$ cat config.mk
export PLATFORM = sky130hd
export DESIGN_NAME = c_subset_token_scanner_top
export DESIGN_NICKNAME = d
export VERILOG_FILES = /design/src/rtl/cst_pkg.sv /design/src/rtl/c_subset_token_scanner_top.sv
export SDC_FILE = /design/constraint.sdc
export NUM_CORES = 2
export LEC_CHECK = 0
export BUFFER_PORTS_ARGS = -buffer_cell sky130_fd_sc_hd__buf_2
export CAP_MARGIN = 20
export CORE_UTILIZATION = 44
export CTS_BUF_LIST = sky130_fd_sc_hd__clkbuf_16
export DETAILED_ROUTE_END_ITERATION = 6
export GPL_ROUTABILITY_DRIVEN = 0
export SKIP_LAST_GASP = 1
export SLEW_MARGIN = 20
export SYNTH_ARGS = -nofsm -noshare
export SYNTH_HDL_FRONTEND = slang
export SYNTH_SLANG_ARGS = --single-unit
$ cat constraint.sdc
create_clock -name clk -period 26.5 [get_ports clk]
set_input_delay 5.3 -clock clk [delete_from_list [all_inputs] [get_ports clk]]
set_output_delay 5.3 -clock clk [all_outputs]
set_load 0.01 [all_outputs]
$ cat src/rtl/cst_pkg.sv
package cst_pkg;

    localparam int POSITION_BITS   = 16;
    localparam int OFFSET_BITS     = 32;
    localparam int KEYWORD_MAX_LEN = 8;
    localparam int LEN_BITS        = 16;
    localparam int KIND_BITS       = 7;
    localparam int ERR_BITS        = 3;
    localparam int MAX_RESULTS     = 3;

    localparam logic [KIND_BITS-1:0] K_IDENT    = 7'd24;
    localparam logic [KIND_BITS-1:0] K_INTLIT   = 7'd25;
    localparam logic [KIND_BITS-1:0] K_FLOATLIT = 7'd26;
    localparam logic [KIND_BITS-1:0] K_CHARLIT  = 7'd27;
    localparam logic [KIND_BITS-1:0] K_STRLIT   = 7'd28;
    localparam logic [KIND_BITS-1:0] K_EOF      = 7'd72;
    localparam logic [KIND_BITS-1:0] K_NONE     = 7'd0;

    // operator kinds
    localparam logic [KIND_BITS-1:0] OP_PLUS   = 7'd29;
    localparam logic [KIND_BITS-1:0] OP_MINUS  = 7'd30;
    localparam logic [KIND_BITS-1:0] OP_STAR   = 7'd31;
    localparam logic [KIND_BITS-1:0] OP_SLASH  = 7'd32;
    localparam logic [KIND_BITS-1:0] OP_EQEQ   = 7'd33;
    localparam logic [KIND_BITS-1:0] OP_NE     = 7'd34;
    localparam logic [KIND_BITS-1:0] OP_LT     = 7'd35;
    localparam logic [KIND_BITS-1:0] OP_GT     = 7'd36;
    localparam logic [KIND_BITS-1:0] OP_LE     = 7'd37;
    localparam logic [KIND_BITS-1:0] OP_GE     = 7'd38;
    localparam logic [KIND_BITS-1:0] OP_ANDAND = 7'd39;
    localparam logic [KIND_BITS-1:0] OP_OROR   = 7'd40;
    localparam logic [KIND_BITS-1:0] OP_NOT    = 7'd41;
    localparam logic [KIND_BITS-1:0] OP_AND    = 7'd42;
    localparam logic [KIND_BITS-1:0] OP_OR     = 7'd43;
    localparam logic [KIND_BITS-1:0] OP_XOR    = 7'd44;
    localparam logic [KIND_BITS-1:0] OP_TILDE  = 7'd45;
    localparam logic [KIND_BITS-1:0] OP_SHL    = 7'd46;
    localparam logic [KIND_BITS-1:0] OP_SHR    = 7'd47;
    localparam logic [KIND_BITS-1:0] OP_QUEST  = 7'd48;
    localparam logic [KIND_BITS-1:0] OP_COLON  = 7'd49;
    localparam logic [KIND_BITS-1:0] OP_INC    = 7'd50;
    localparam logic [KIND_BITS-1:0] OP_DEC    = 7'd51;
    localparam logic [KIND_BITS-1:0] OP_ADDEQ  = 7'd52;
    localparam logic [KIND_BITS-1:0] OP_SUBEQ  = 7'd53;
    localparam logic [KIND_BITS-1:0] OP_MULEQ  = 7'd54;
    localparam logic [KIND_BITS-1:0] OP_DIVEQ  = 7'd55;
    localparam logic [KIND_BITS-1:0] OP_ANDEQ  = 7'd56;
    localparam logic [KIND_BITS-1:0] OP_OREQ   = 7'd57;
    localparam logic [KIND_BITS-1:0] OP_XOREQ  = 7'd58;
    localparam logic [KIND_BITS-1:0] OP_SHLEQ  = 7'd59;
    localparam logic [KIND_BITS-1:0] OP_SHREQ  = 7'd60;
    localparam logic [KIND_BITS-1:0] OP_ASSIGN = 7'd61;
    localparam logic [KIND_BITS-1:0] OP_LPAREN = 7'd62;
    localparam logic [KIND_BITS-1:0] OP_RPAREN = 7'd63;
    localparam logic [KIND_BITS-1:0] OP_LBRACE = 7'd64;
    localparam logic [KIND_BITS-1:0] OP_RBRACE = 7'd65;
    localparam logic [KIND_BITS-1:0] OP_LBRACK = 7'd66;
    localparam logic [KIND_BITS-1:0] OP_RBRACK = 7'd67;
    localparam logic [KIND_BITS-1:0] OP_SEMI   = 7'd68;
    localparam logic [KIND_BITS-1:0] OP_COMMA  = 7'd69;
    localparam logic [KIND_BITS-1:0] OP_DOT    = 7'd70;
    localparam logic [KIND_BITS-1:0] OP_ARROW  = 7'd71;

    // error codes
    localparam logic [ERR_BITS-1:0] ERR_NONE     = 3'd0;
    localparam logic [ERR_BITS-1:0] ERR_BADCHAR  = 3'd1;
    localparam logic [ERR_BITS-1:0] ERR_EXPDIG   = 3'd2;
    localparam logic [ERR_BITS-1:0] ERR_CHOPEN   = 3'd3;
    localparam logic [ERR_BITS-1:0] ERR_CHLONG   = 3'd4;
    localparam logic [ERR_BITS-1:0] ERR_STRING   = 3'd5;

    typedef enum logic [3:0] {
        M_IDLE, M_COMMENT, M_OP, M_IDENT, M_INT, M_FRAC, M_EXP, M_EXPSIGN,
        M_EXPDIG, M_CHOPEN, M_CHESC, M_CHCLOSE, M_STR, M_STRESC, M_ERROR
    } scan_mode_t;

    typedef struct packed {
        logic [KIND_BITS-1:0]     kind;
        logic [ERR_BITS-1:0]      err;
        logic [POSITION_BITS-1:0] line;
        logic [POSITION_BITS-1:0] column;
        logic [OFFSET_BITS-1:0]   offset;
        logic [LEN_BITS-1:0]      length;
        logic                     last;
    } result_t;

    // keyword spellings, first byte in the low byte
    localparam logic [63:0] KW_WORD [24] = '{
        64'h746e69, 64'h74616f6c66, 64'h72616863, 64'h64696f76,
        64'h6669, 64'h65736c65, 64'h656c696877, 64'h726f66,
        64'h6e7275746572, 64'h6b61657262, 64'h65756e69746e6f63, 64'h6f64,
        64'h686374697773, 64'h65736163, 64'h746c7561666564, 64'h6f746f67,
        64'h666f657a6973, 64'h74736e6f63, 64'h636974617473, 64'h6e7265747865,
        64'h656c6974616c6f76, 64'h746375727473, 64'h6e6f696e75, 64'h6d756e65
    };
    localparam logic [3:0] KW_LEN [24] = '{
        4'd3, 4'd5, 4'd4, 4'd4, 4'd2, 4'd4, 4'd5, 4'd3,
        4'd6, 4'd5, 4'd8, 4'd2, 4'd6, 4'd4, 4'd7, 4'd4,
        4'd6, 4'd5, 4'd6, 4'd6, 4'd8, 4'd6, 4'd5, 4'd4
    };

    function automatic logic [KIND_BITS-1:0] ident_kind(
        input logic [63:0] buffer, input logic [LEN_BITS-1:0] len, input logic long_flag);
        logic [KIND_BITS-1:0] k;
        k = K_IDENT;
        if (!long_flag && len <= LEN_BITS'(KEYWORD_MAX_LEN)) begin
            for (int i = 23; i >= 0; i--) begin
                if (buffer == KW_WORD[i] && len == LEN_BITS'(KW_LEN[i]))
                    k = KIND_BITS'(i);
            end
        end
        return k;
    endfunction

    function automatic logic [KIND_BITS-1:0] op_lead(input logic [7:0] b);
        case (b)
            "+": return OP_PLUS;
            "-": return OP_MINUS;
            "*": return OP_STAR;
            "/": return OP_SLASH;
            "=": return OP_ASSIGN;
            "!": return OP_NOT;
            "<": return OP_LT;
            ">": return OP_GT;
            "&": return OP_AND;
            "|": return OP_OR;
            "^": return OP_XOR;
            default: return K_NONE;
        endcase
    endfunction

    function automatic logic [KIND_BITS-1:0] op_single(input logic [7:0] b);
        case (b)
            "~": return OP_TILDE;
            "?": return OP_QUEST;
            ":": return OP_COLON;
            "(": return OP_LPAREN;
            ")": return OP_RPAREN;
            "{": return OP_LBRACE;
            "}": return OP_RBRACE;
            "[": return OP_LBRACK;
            "]": return OP_RBRACK;
            ";": return OP_SEMI;
            ",": return OP_COMMA;
            ".": return OP_DOT;
            default: return K_NONE;
        endcase
    endfunction

    function automatic logic [KIND_BITS-1:0] op_extend(
        input logic [KIND_BITS-1:0] p, input logic [7:0] b);
        logic [KIND_BITS-1:0] k;
        k = K_NONE;
        case (p)
            OP_PLUS:   k = (b == "+") ? OP_INC : (b == "=") ? OP_ADDEQ : K_NONE;
            OP_MINUS:  k = (b == ">") ? OP_ARROW : (b == "-") ? OP_DEC :
                           (b == "=") ? OP_SUBEQ : K_NONE;
            OP_STAR:   k = (b == "=") ? OP_MULEQ : K_NONE;
            OP_SLASH:  k = (b == "=") ? OP_DIVEQ : K_NONE;
            OP_ASSIGN: k = (b == "=") ? OP_EQEQ : K_NONE;
            OP_NOT:    k = (b == "=") ? OP_NE : K_NONE;
            OP_LT:     k = (b == "<") ? OP_SHL : (b == "=") ? OP_LE : K_NONE;
            OP_GT:     k = (b == ">") ? OP_SHR : (b == "=") ? OP_GE : K_NONE;
            OP_SHL:    k = (b == "=") ? OP_SHLEQ : K_NONE;
            OP_SHR:    k = (b == "=") ? OP_SHREQ : K_NONE;
            OP_AND:    k = (b == "&") ? OP_ANDAND : (b == "=") ? OP_ANDEQ : K_NONE;
            OP_OR:     k = (b == "|") ? OP_OROR : (b == "=") ? OP_OREQ : K_NONE;
            OP_XOR:    k = (b == "=") ? OP_XOREQ : K_NONE;
            default:   k = K_NONE;
        endcase
        return k;
    endfunction

    function automatic logic is_alpha(input logic [7:0] b);
        return (b >= "a" && b <= "z") || (b >= "A" && b <= "Z") || b == "_";
    endfunction

    function automatic logic is_digit(input logic [7:0] b);
        return b >= "0" && b <= "9";
    endfunction

    function automatic logic [LEN_BITS-1:0] sat_inc(input logic [LEN_BITS-1:0] v);
        return (v == '1) ? v : v + 1'b1;
    endfunction

endpackage

$ cat src/rtl/c_subset_token_scanner_top.sv
// C-subset token scanner.
// Input channel s_axis: one source byte per item in tdata, tlast marks the
// last byte of a source. Output channel m_axis: one token per item; tdata holds
// kind, error code, start line, start column, start offset and length, and
// tlast marks the last token caused by one input byte.
// Each byte is scanned in the cycle it is accepted; its tokens (up to three)
// are loaded into a three-entry result register and shown from the next cycle,
// one per cycle while the receiver does not stall.
// Throughput is one byte per cycle while each byte yields at most one token
// and the receiver does not stall; a byte that yields more tokens holds the input
// until the output port has drained the result register to its last token.
// A new byte is taken while the last pending token is being taken.
// When the receiver stalls, the pending tokens hold and tready stays low while
// any token is pending.
// Reset (rst_n low) returns to line 1, column 1, offset 0, between tokens,
// with no pending tokens. After an error token, bytes are dropped until the
// end-marked byte, which restarts the scanner without an end token.
module c_subset_token_scanner_top
    import cst_pkg::*;
(
    input  logic        clk,
    input  logic        rst_n,
    input  logic        s_axis_tvalid,
    output logic        s_axis_tready,
    input  logic [7:0]  s_axis_tdata,   // in_byte
    input  logic        s_axis_tlast,   // end_after
    output logic        m_axis_tvalid,
    input  logic        m_axis_tready,
    // token_kind[6:0], error_code[9:7], start_line[25:10], start_column[41:26],
    // start_offset[73:42], token_length[89:74], zero fill[95:90]
    output logic [95:0] m_axis_tdata,
    output logic        m_axis_tlast    // last_of_run
);

    // scanner state
    scan_mode_t               mode_reg, mode_next;
    logic [KIND_BITS-1:0]     pend_reg, pend_next;
    logic [POSITION_BITS-1:0] line_reg, line_next, col_reg, col_next;
    logic [OFFSET_BITS-1:0]   off_reg, off_next;
    logic [POSITION_BITS-1:0] ts_line_reg, ts_line_next, ts_col_reg, ts_col_next;
    logic [OFFSET_BITS-1:0]   ts_off_reg, ts_off_next;
    logic [LEN_BITS-1:0]      len_reg, len_next;
    logic [63:0]              kbuf_reg, kbuf_next;
    logic                     long_reg, long_next;

    // result register
    result_t                  res_reg [MAX_RESULTS];
    result_t                  res_next [MAX_RESULTS];
    logic [1:0]               count_reg, nres;
    logic [1:0]               head_reg;

    logic in_fire, out_fire;
    logic [7:0] b;
    logic rescan;
    logic [KIND_BITS-1:0] k;

    assign b        = s_axis_tdata;
    assign out_fire = m_axis_tvalid && m_axis_tready;
    assign s_axis_tready = (count_reg == 2'd0) || (count_reg == 2'd1 && m_axis_tready);
    assign in_fire  = s_axis_tvalid && s_axis_tready;

    function automatic result_t mk(
        input logic [KIND_BITS-1:0] kind, input logic [ERR_BITS-1:0] err,
        input logic [POSITION_BITS-1:0] l, input logic [POSITION_BITS-1:0] c,
        input logic [OFFSET_BITS-1:0] o, input logic [LEN_BITS-1:0] n);
        result_t r;
        r.kind = kind; r.err = err; r.line = l; r.column = c;
        r.offset = o; r.length = n; r.last = 1'b0;
        return r;
    endfunction

    // scan one byte
    always_comb
    begin
        mode_next    = mode_reg;
        pend_next    = pend_reg;
        ts_line_next = ts_line_reg;
        ts_col_next  = ts_col_reg;
        ts_off_next  = ts_off_reg;
        len_next     = len_reg;
        kbuf_next    = kbuf_reg;
        long_next    = long_reg;
        nres         = 2'd0;
        rescan       = 1'b0;
        k            = K_NONE;
        for (int i = 0; i < MAX_RESULTS; i++)
            res_next[i] = mk(K_NONE, ERR_NONE, '0, '0, '0, '0);

        // continue the open token
        case (mode_reg)
            M_COMMENT:
            begin
                if (b == 8'h0a) mode_next = M_IDLE;
            end
            M_OP:
            begin
                k = op_extend(pend_reg, b);
                if (pend_reg == OP_SLASH && b == "/") begin
                    mode_next = M_COMMENT;
                end else if (k == K_NONE) begin
                    res_next[nres] = mk(pend_reg, ERR_NONE, ts_line_next, ts_col_next,
                                        ts_off_next, len_next);
                    nres = nres + 1'b1;
                    mode_next = M_IDLE;
                    rescan = 1'b1;
                end else begin
                    len_next = sat_inc(len_next);
                    if (k == OP_SHL || k == OP_SHR) begin
                        pend_next = k;
                    end else begin
                        res_next[nres] = mk(k, ERR_NONE, ts_line_next, ts_col_next,
                                            ts_off_next, len_next);
                        nres = nres + 1'b1;
                        mode_next = M_IDLE;
                    end
                end
            end
            M_IDENT:
            begin
                if (is_alpha(b) || is_digit(b)) begin
                    if (len_reg < LEN_BITS'(KEYWORD_MAX_LEN))
                        kbuf_next = kbuf_reg | (64'(b) << {len_reg[2:0], 3'b000});
                    else
                        long_next = 1'b1;
                    len_next = sat_inc(len_reg);
                end else begin
                    res_next[nres] = mk(ident_kind(kbuf_reg, len_reg, long_reg), ERR_NONE,
                                        ts_line_next, ts_col_next, ts_off_next, len_next);
                    nres = nres + 1'b1;
                    mode_next = M_IDLE;
                    rescan = 1'b1;
                end
            end
            M_INT, M_FRAC, M_EXPDIG:
            begin
                if (is_digit(b)) begin
                    len_next = sat_inc(len_reg);
                end else if (b == "." && mode_reg == M_INT) begin
                    len_next = sat_inc(len_reg);
                    mode_next = M_FRAC;
                end else if ((b == "e" || b == "E") && mode_reg != M_EXPDIG) begin
                    len_next = sat_inc(len_reg);
                    mode_next = M_EXP;
                end else begin
                    res_next[nres] = mk((mode_reg == M_INT) ? K_INTLIT : K_FLOATLIT,
                                        ERR_NONE, ts_line_next, ts_col_next,
                                        ts_off_next, len_next);
                    nres = nres + 1'b1;
                    mode_next = M_IDLE;
                    rescan = 1'b1;
                end
            end
            M_EXP, M_EXPSIGN:
            begin
                if ((b == "+" || b == "-") && mode_reg == M_EXP) begin
                    len_next = sat_inc(len_reg);
                    mode_next = M_EXPSIGN;
                end else if (is_digit(b)) begin
                    len_next = sat_inc(len_reg);
                    mode_next = M_EXPDIG;
                end else begin
                    res_next[nres] = mk(K_NONE, ERR_EXPDIG, ts_line_next, ts_col_next,
                                        ts_off_next, '0);
                    nres = nres + 1'b1;
                    mode_next = M_ERROR;
                end
            end
            M_CHOPEN, M_CHESC:
            begin
                if (b == 8'h0a) begin
                    res_next[nres] = mk(K_NONE, ERR_CHOPEN, ts_line_next, ts_col_next,
                                        ts_off_next, '0);
                    nres = nres + 1'b1;
                    mode_next = M_ERROR;
                end else begin
                    len_next = sat_inc(len_reg);
                    mode_next = (mode_reg == M_CHOPEN && b == "\\") ? M_CHESC : M_CHCLOSE;
                end
            end
            M_CHCLOSE:
            begin
                if (b != "'") begin
                    res_next[nres] = mk(K_NONE, ERR_CHLONG, ts_line_next, ts_col_next,
                                        ts_off_next, '0);
                    nres = nres + 1'b1;
                    mode_next = M_ERROR;
                end else begin
                    len_next = sat_inc(len_reg);
                    res_next[nres] = mk(K_CHARLIT, ERR_NONE, ts_line_next, ts_col_next,
                                        ts_off_next, len_next);
                    nres = nres + 1'b1;
                    mode_next = M_IDLE;
                end
            end
            M_STR:
            begin
                if (b == 8'h0a) begin
                    res_next[nres] = mk(K_NONE, ERR_STRING, ts_line_next, ts_col_next,
                                        ts_off_next, '0);
                    nres = nres + 1'b1;
                    mode_next = M_ERROR;
                end else begin
                    len_next = sat_inc(len_reg);
                    if (b == "\"") begin
                        res_next[nres] = mk(K_STRLIT, ERR_NONE, ts_line_next, ts_col_next,
                                            ts_off_next, len_next);
                        nres = nres + 1'b1;
                        mode_next = M_IDLE;
                    end else if (b == "\\") begin
                        mode_next = M_STRESC;
                    end
                end
            end
            M_STRESC:
            begin
                len_next = sat_inc(len_reg);
                mode_next = M_STR;
            end
            M_IDLE:
            begin
                rescan = 1'b1;
            end
            default:
            begin
                mode_next = M_ERROR;
            end
        endcase

        // start of a token from between tokens
        if (rescan && !(b == " " || b == 8'h09 || b == 8'h0d || b == 8'h0a)) begin
            ts_line_next = line_reg;
            ts_col_next  = col_reg;
            ts_off_next  = off_reg;
            len_next     = LEN_BITS'(1);
            kbuf_next    = '0;
            long_next    = 1'b0;
            pend_next    = K_NONE;
            if (is_alpha(b)) begin
                mode_next = M_IDENT;
                kbuf_next = 64'(b);
            end else if (is_digit(b)) begin
                mode_next = M_INT;
            end else if (b == "'") begin
                mode_next = M_CHOPEN;
            end else if (b == "\"") begin
                mode_next = M_STR;
            end else if (op_lead(b) != K_NONE) begin
                mode_next = M_OP;
                pend_next = op_lead(b);
            end else if (op_single(b) != K_NONE) begin
                res_next[nres] = mk(op_single(b), ERR_NONE, ts_line_next, ts_col_next,
                                    ts_off_next, LEN_BITS'(1));
                nres = nres + 1'b1;
            end else begin
                res_next[nres] = mk(K_NONE, ERR_BADCHAR, ts_line_next, ts_col_next,
                                    ts_off_next, '0);
                nres = nres + 1'b1;
                mode_next = M_ERROR;
            end
        end

        // position tracking
        if (b == 8'h0a) begin
            line_next = (line_reg == '1) ? line_reg : line_reg + 1'b1;
            col_next  = POSITION_BITS'(1);
        end else begin
            line_next = line_reg;
            col_next  = (col_reg == '1) ? col_reg : col_reg + 1'b1;
        end
        off_next = off_reg + 1'b1;

        // end of source
        if (s_axis_tlast) begin
            case (mode_next)
                M_OP:
                begin
                    res_next[nres] = mk(pend_next, ERR_NONE, ts_line_next, ts_col_next,
                                        ts_off_next, len_next);
                    nres = nres + 1'b1;
                end
                M_IDENT:
                begin
                    res_next[nres] = mk(ident_kind(kbuf_next, len_next, long_next),
                                        ERR_NONE, ts_line_next, ts_col_next,
                                        ts_off_next, len_next);
                    nres = nres + 1'b1;
                end
                M_INT, M_FRAC, M_EXPDIG:
                begin
                    res_next[nres] = mk((mode_next == M_INT) ? K_INTLIT : K_FLOATLIT,
                                        ERR_NONE, ts_line_next, ts_col_next,
                                        ts_off_next, len_next);
                    nres = nres + 1'b1;
                end
                M_EXP, M_EXPSIGN, M_CHOPEN, M_CHESC, M_CHCLOSE, M_STR, M_STRESC:
                begin
                    res_next[nres] = mk(K_NONE,
                        (mode_next == M_EXP || mode_next == M_EXPSIGN) ? ERR_EXPDIG :
                        (mode_next == M_CHCLOSE) ? ERR_CHLONG :
                        (mode_next == M_CHOPEN || mode_next == M_CHESC) ? ERR_CHOPEN :
                        ERR_STRING,
                        ts_line_next, ts_col_next, ts_off_next, '0);
                    nres = nres + 1'b1;
                    mode_next = M_ERROR;
                end
                default:
                begin
                end
            endcase
            if (mode_next != M_ERROR) begin
                res_next[nres] = mk(K_EOF, ERR_NONE, line_next, col_next, off_next, '0);
                nres = nres + 1'b1;
            end
            mode_next    = M_IDLE;
            pend_next    = K_NONE;
            line_next    = POSITION_BITS'(1);
            col_next     = POSITION_BITS'(1);
            off_next     = '0;
            ts_line_next = POSITION_BITS'(1);
            ts_col_next  = POSITION_BITS'(1);
            ts_off_next  = '0;
            len_next     = '0;
            kbuf_next    = '0;
            long_next    = 1'b0;
        end

        // mark last token of this byte
        if (nres != 2'd0)
            res_next[nres - 1'b1].last = 1'b1;
    end

    // scanner state registers
    always_ff @(posedge clk or negedge rst_n)
    begin
        if (!rst_n) begin
            mode_reg    <= M_IDLE;
            pend_reg    <= K_NONE;
            line_reg    <= POSITION_BITS'(1);
            col_reg     <= POSITION_BITS'(1);
            off_reg     <= '0;
            ts_line_reg <= POSITION_BITS'(1);
            ts_col_reg  <= POSITION_BITS'(1);
            ts_off_reg  <= '0;
            len_reg     <= '0;
            kbuf_reg    <= '0;
            long_reg    <= 1'b0;
        end else if (in_fire) begin
            mode_reg    <= mode_next;
            pend_reg    <= pend_next;
            line_reg    <= line_next;
            col_reg     <= col_next;
            off_reg     <= off_next;
            ts_line_reg <= ts_line_next;
            ts_col_reg  <= ts_col_next;
            ts_off_reg  <= ts_off_next;
            len_reg     <= len_next;
            kbuf_reg    <= kbuf_next;
            long_reg    <= long_next;
        end
    end

    // pending token count and read pointer
    always_ff @(posedge clk or negedge rst_n)
    begin
        if (!rst_n) begin
            count_reg <= 2'd0;
            head_reg  <= 2'd0;
        end else if (in_fire) begin
            count_reg <= nres;
            head_reg  <= 2'd0;
        end else if (out_fire) begin
            count_reg <= count_reg - 1'b1;
            head_reg  <= head_reg + 1'b1;
        end
    end

    // token payload
    always_ff @(posedge clk)
    begin
        if (in_fire) begin
            for (int i = 0; i < MAX_RESULTS; i++)
                res_reg[i] <= res_next[i];
        end
    end

    // output channel
    result_t head_res;
    always_comb
    begin
        case (head_reg)
            2'd0:    head_res = res_reg[0];
            2'd1:    head_res = res_reg[1];
            default: head_res = res_reg[2];
        endcase
    end

    assign m_axis_tvalid = (count_reg != 2'd0);
    assign m_axis_tlast  = head_res.last;
    assign m_axis_tdata  = {6'd0, head_res.length, head_res.offset, head_res.column,
                            head_res.line, head_res.err, head_res.kind};

endmodule

==> reports/results.md <==
| Metric | Value |
|:---|:---|
| Library cells used by synthesis | 115 |
| Placement row count | 101 |
| Status | finished with violations |
| Hold buffer count at cts | 0 |
| Logic pwr share | 60.2% |
| Setup tns final | 0 ns |
| Power per cell area | 139 mW/mm^2 |
| Endpoint of the lowest-slack register-to-register path | res_reg[0][125]$_DFFE_PP_ |
| Pin count of the biggest net entering global routing | 89 |
| Failing checks | design-rule violations |
| Area growth syn-to-layout | 9.00% |
| Maximum capacitance violations | 0 |
| Max_slew headroom | 8.75% |
| Global-route wire length before repair | 205 mm |
| Number of flip-flops in the largest register | 273 |
| HPWL after DPL | 87.9 mm |
| TritonCTS clock tree | built |
| Gate count of the mapped netlist | 4040 |
| Number of antenna violations at the first check in global routing | 2 |
| Cell depth of the worst min-delay path | 2 |
| FF-to-FF Start | pend_reg[3]$_DFFE_PN0P_ |
| Core box area | 0.0758 mm^2 |
| Setup repair after global routing missed its margin | no |
| Die boundary height | 279 um |
| Largest cells by area after synthesis | edfxtp_1 (24%), dfrtp_1 (16%), nand2_1 (7.2%), o21ai_0 (4.6%), nor2_1 (3.8%) |
| Starting Density | 44.5% |
| Cell-internal power | 2420 uW |
| Initial DRT Pass Iterations | 7 |
| Share of synthesized area occupied by flip-flops and latches | 41.0% |
| Final setup vio count | 0 |
| Post-CTS setup buffers | 0 |
| Reg clk slew, reported paths | 0.06 ns |
| Sequential share of power | 24.1% |
| Endpoints failing hold | 0 |
| Overall die width | 279 um |
| Post-route design area | 0.0367 mm^2 |
| Top FF cell, synth | edfxtp_1 |
| Min-delay worst type | reg2reg |
| Worst setup SP type | input pin |
| Leakage power summed over all cells | 0.0138 uW |
| Buffers from clock root to sink, at most | 3 |
| Total Wirelength | 137 mm |
| Number of global-route vias before repair | 32.1k |
| Worst Path Arrival | 13.46 ns |
| Depth of the worst register-to-register path | 18 |
| Worst Skew | 0.0259 ns |
| Max frequency | 76.4 MHz |
| Time the final worst path needs with I/O delays and setup | 13.09 ns |
| Synth Area per Inst | 8.34 um^2 |
| Peak ir drop on the vdd network | 0.000186 V |
| Residual antenna-violating net count after detailed routing | 0 |
| # H-tree levels | 2 |
| Synth Register Bits | 497 |
| DRC Markers | 133 |
| Via total after detailed routing | 34.8k |
| Fraction of post-synthesis cell area in the top cell type by area | 24.3% |
| Floorplan die area | 0.0777 mm^2 |
| Drt first-iter violations | 5742 |
| Cell area after technology mapping | 0.0337 mm^2 |
| Nets@finish | 3966 |
| Final count of pins violating max slew | 0 |
| Worst skew pair latency | 0.66 ns |
| Async set or reset register ratio after synthesis | 45.1% |
| CTS root buffer | clkbuf_16 |
| Slew @ Worst Pin | 1.36 ns |
| Buffers added on ports | 105 |
| Synthesis Warnings | 0 |
| Maximum fanout encountered on the critical timing path | 69 |
| Hold worst-path end | head_reg[1]$_DFFE_PN0P_ |
| Top-level I/O count | 112 |
| Switching share of total power | 52.4% |
| All-layer global routing usage | 34.2% |
| Post-layout util | 48.5% |
| Via/cell ratio | 7.02 |
| Ratio of cells with drive above 1 in the final layout | 9.13% |
| Remaining global-route overflow | 0 |
| Cell types with the highest counts after synthesis | nand2_1 (645), nor2_1 (337), o21ai_0 (308) |
| Number of cells upsized or downsized after cts | 0 |
| Post-DP Area | 0.0348 mm^2 |
| Critical hold path startpoint | head_reg[1]$_DFFE_PN0P_ |
| Clock power frac | 15.7% |
| Psw | 2670 uW |
| Number of enable flip-flop cells after synthesis | 273 |
| Reg2reg setup slack | 18.07 ns |
| Post-route clock period utilization | 49.4% |
| Kind of end point of the critical path | flop |
| Post-synth top area cell | edfxtp_1 |
| Required time at the endpoint of the critical path | 26.87 ns |
| Drt wl/cell | 27.7 um |
| Sink Count | 497 |
| Most common cell in the synthesized netlist | nand2_1 |
| Kind of critical path | in2reg |
| Number of buffers inserted during clock tree synthesis | 58 |
==> layer usage <==
metal | part of all wire [%] | up-vias | global-route usage [%]
li1 | - | 15053 | -
met1 | 41 | 16661 | 48.3
met2 | 42 | 2556 | 49.4
met3 | 12 | 556 | 8.53
met4 | 4.8 | 2 | 14.8
met5 | 0.0095 | - | 0
==> placed cells by master (no fill, tap or decap), drive strengths merged, types with 37 or more instances in the layout <==
cell	synthesis	layout
a21oi	197	197
a22o	82	82
a22oi	121	121
a31oi	46	46
a32oi	49	49
and2	37	37
and3	85	85
buf	55	188
clkbuf	303	59
dfrtp	220	220
edfxtp	273	273
inv	60	77
mux2i	53	53
nand2	646	646
nand3	170	170
nand4	82	82
nor2	340	340
nor3	112	112
nor4	73	73
o21ai	315	315
o22ai	96	96
==> power groups by stage <==
| stage | sequential (uW) | combinational, uW | clock, uW |
|---|---|---|---|
| 5_1_grt | 1240 | 3220 | 840 |
| 6_report | 1230 | 3070 | 802 |
| 3_5_place_dp | 1230 | 2950 | 0 |
| 4_1_cts | 1220 | 2960 | 809 |
| 3_3_place_gp | 1230 | 2920 | 0 |
| 2_1_floorplan | 1220 | 1880 | 0 |
==> area by class of cell <==
type	instances	area, um^2
fill	7385	39100
multi-input combinational	3130	18400
sequential	497	13800
clock buffer	59	1480
tap	978	1220
timing repair buffer	188	1190
clock inverter	51	412
inverter	60	233
antenna	1	2.50
==> how the worst max path moves through the flow <==
stage                     slack, ns                   endpoint            start
after CTS                     13.80  res_reg[0][125]$_DFFE_PP_  s_axis_tdata[4]
after global placement        13.45  res_reg[0][131]$_DFFE_PP_  s_axis_tdata[4]
after detailed placement      13.13  res_reg[0][125]$_DFFE_PP_  s_axis_tdata[4]
final                         13.41  res_reg[0][125]$_DFFE_PP_  s_axis_tdata[4]
after floorplan               12.27    len_reg[10]$_DFFE_PN0P_    m_axis_tready
after global routing          13.12  res_reg[0][124]$_DFFE_PP_  s_axis_tdata[4]
==> cell families after synthesis <==
group | Yosys count | share of synthesized area (%)
xor gates and xnor gates | 55 | 1.43
DFF | 497 | 41.0
buffers and inverters | 418 | 4.88
AOI/OAI and AO/OA | 1217 | 24.5
other | 1 | 0.0111
and+or+nand+nor | 1775 | 25.8
adders and majority gates | 18 | 0.668
muxes | 59 | 1.77
==> through the flow <==
| stage | setup WS [ns] | power, uW | hold WS, ns | cells |
|---|---|---|---|---|
| floorplan | 12.27 | 3110 | 0.450 | 4045 |
| global placement | 13.45 | 4160 | 0.468 | 4851 |
| detailed placement | 13.13 | 4180 | 0.472 | 4852 |
| CTS | 13.80 | 4990 | 0.485 | 4962 |
| global route | 13.12 | 5300 | 0.504 | 4963 |
| finish | 13.41 | 5090 | 0.482 | 4964 |
==> critical path: stages <==
cell and delay [ns]:
buf_2 0.57, nand4bb_1 0.55, nor2_1 0.43, a32o_1 0.27, a211oi_1 0.09, a2111oi_2 0.75
nor2_1 0.33, a211oi_4 0.48, inv_2 0.04, buf_4 0.46, ha_1 0.47, mux2i_1 0.17
inv_1 0.14, ha_1 0.27, nand3_1 0.85, nor2_2 1.00, nand2_1 0.73, o221ai_1 0.44
a31oi_1 0.07
Power figures use the tool's default switching activity.
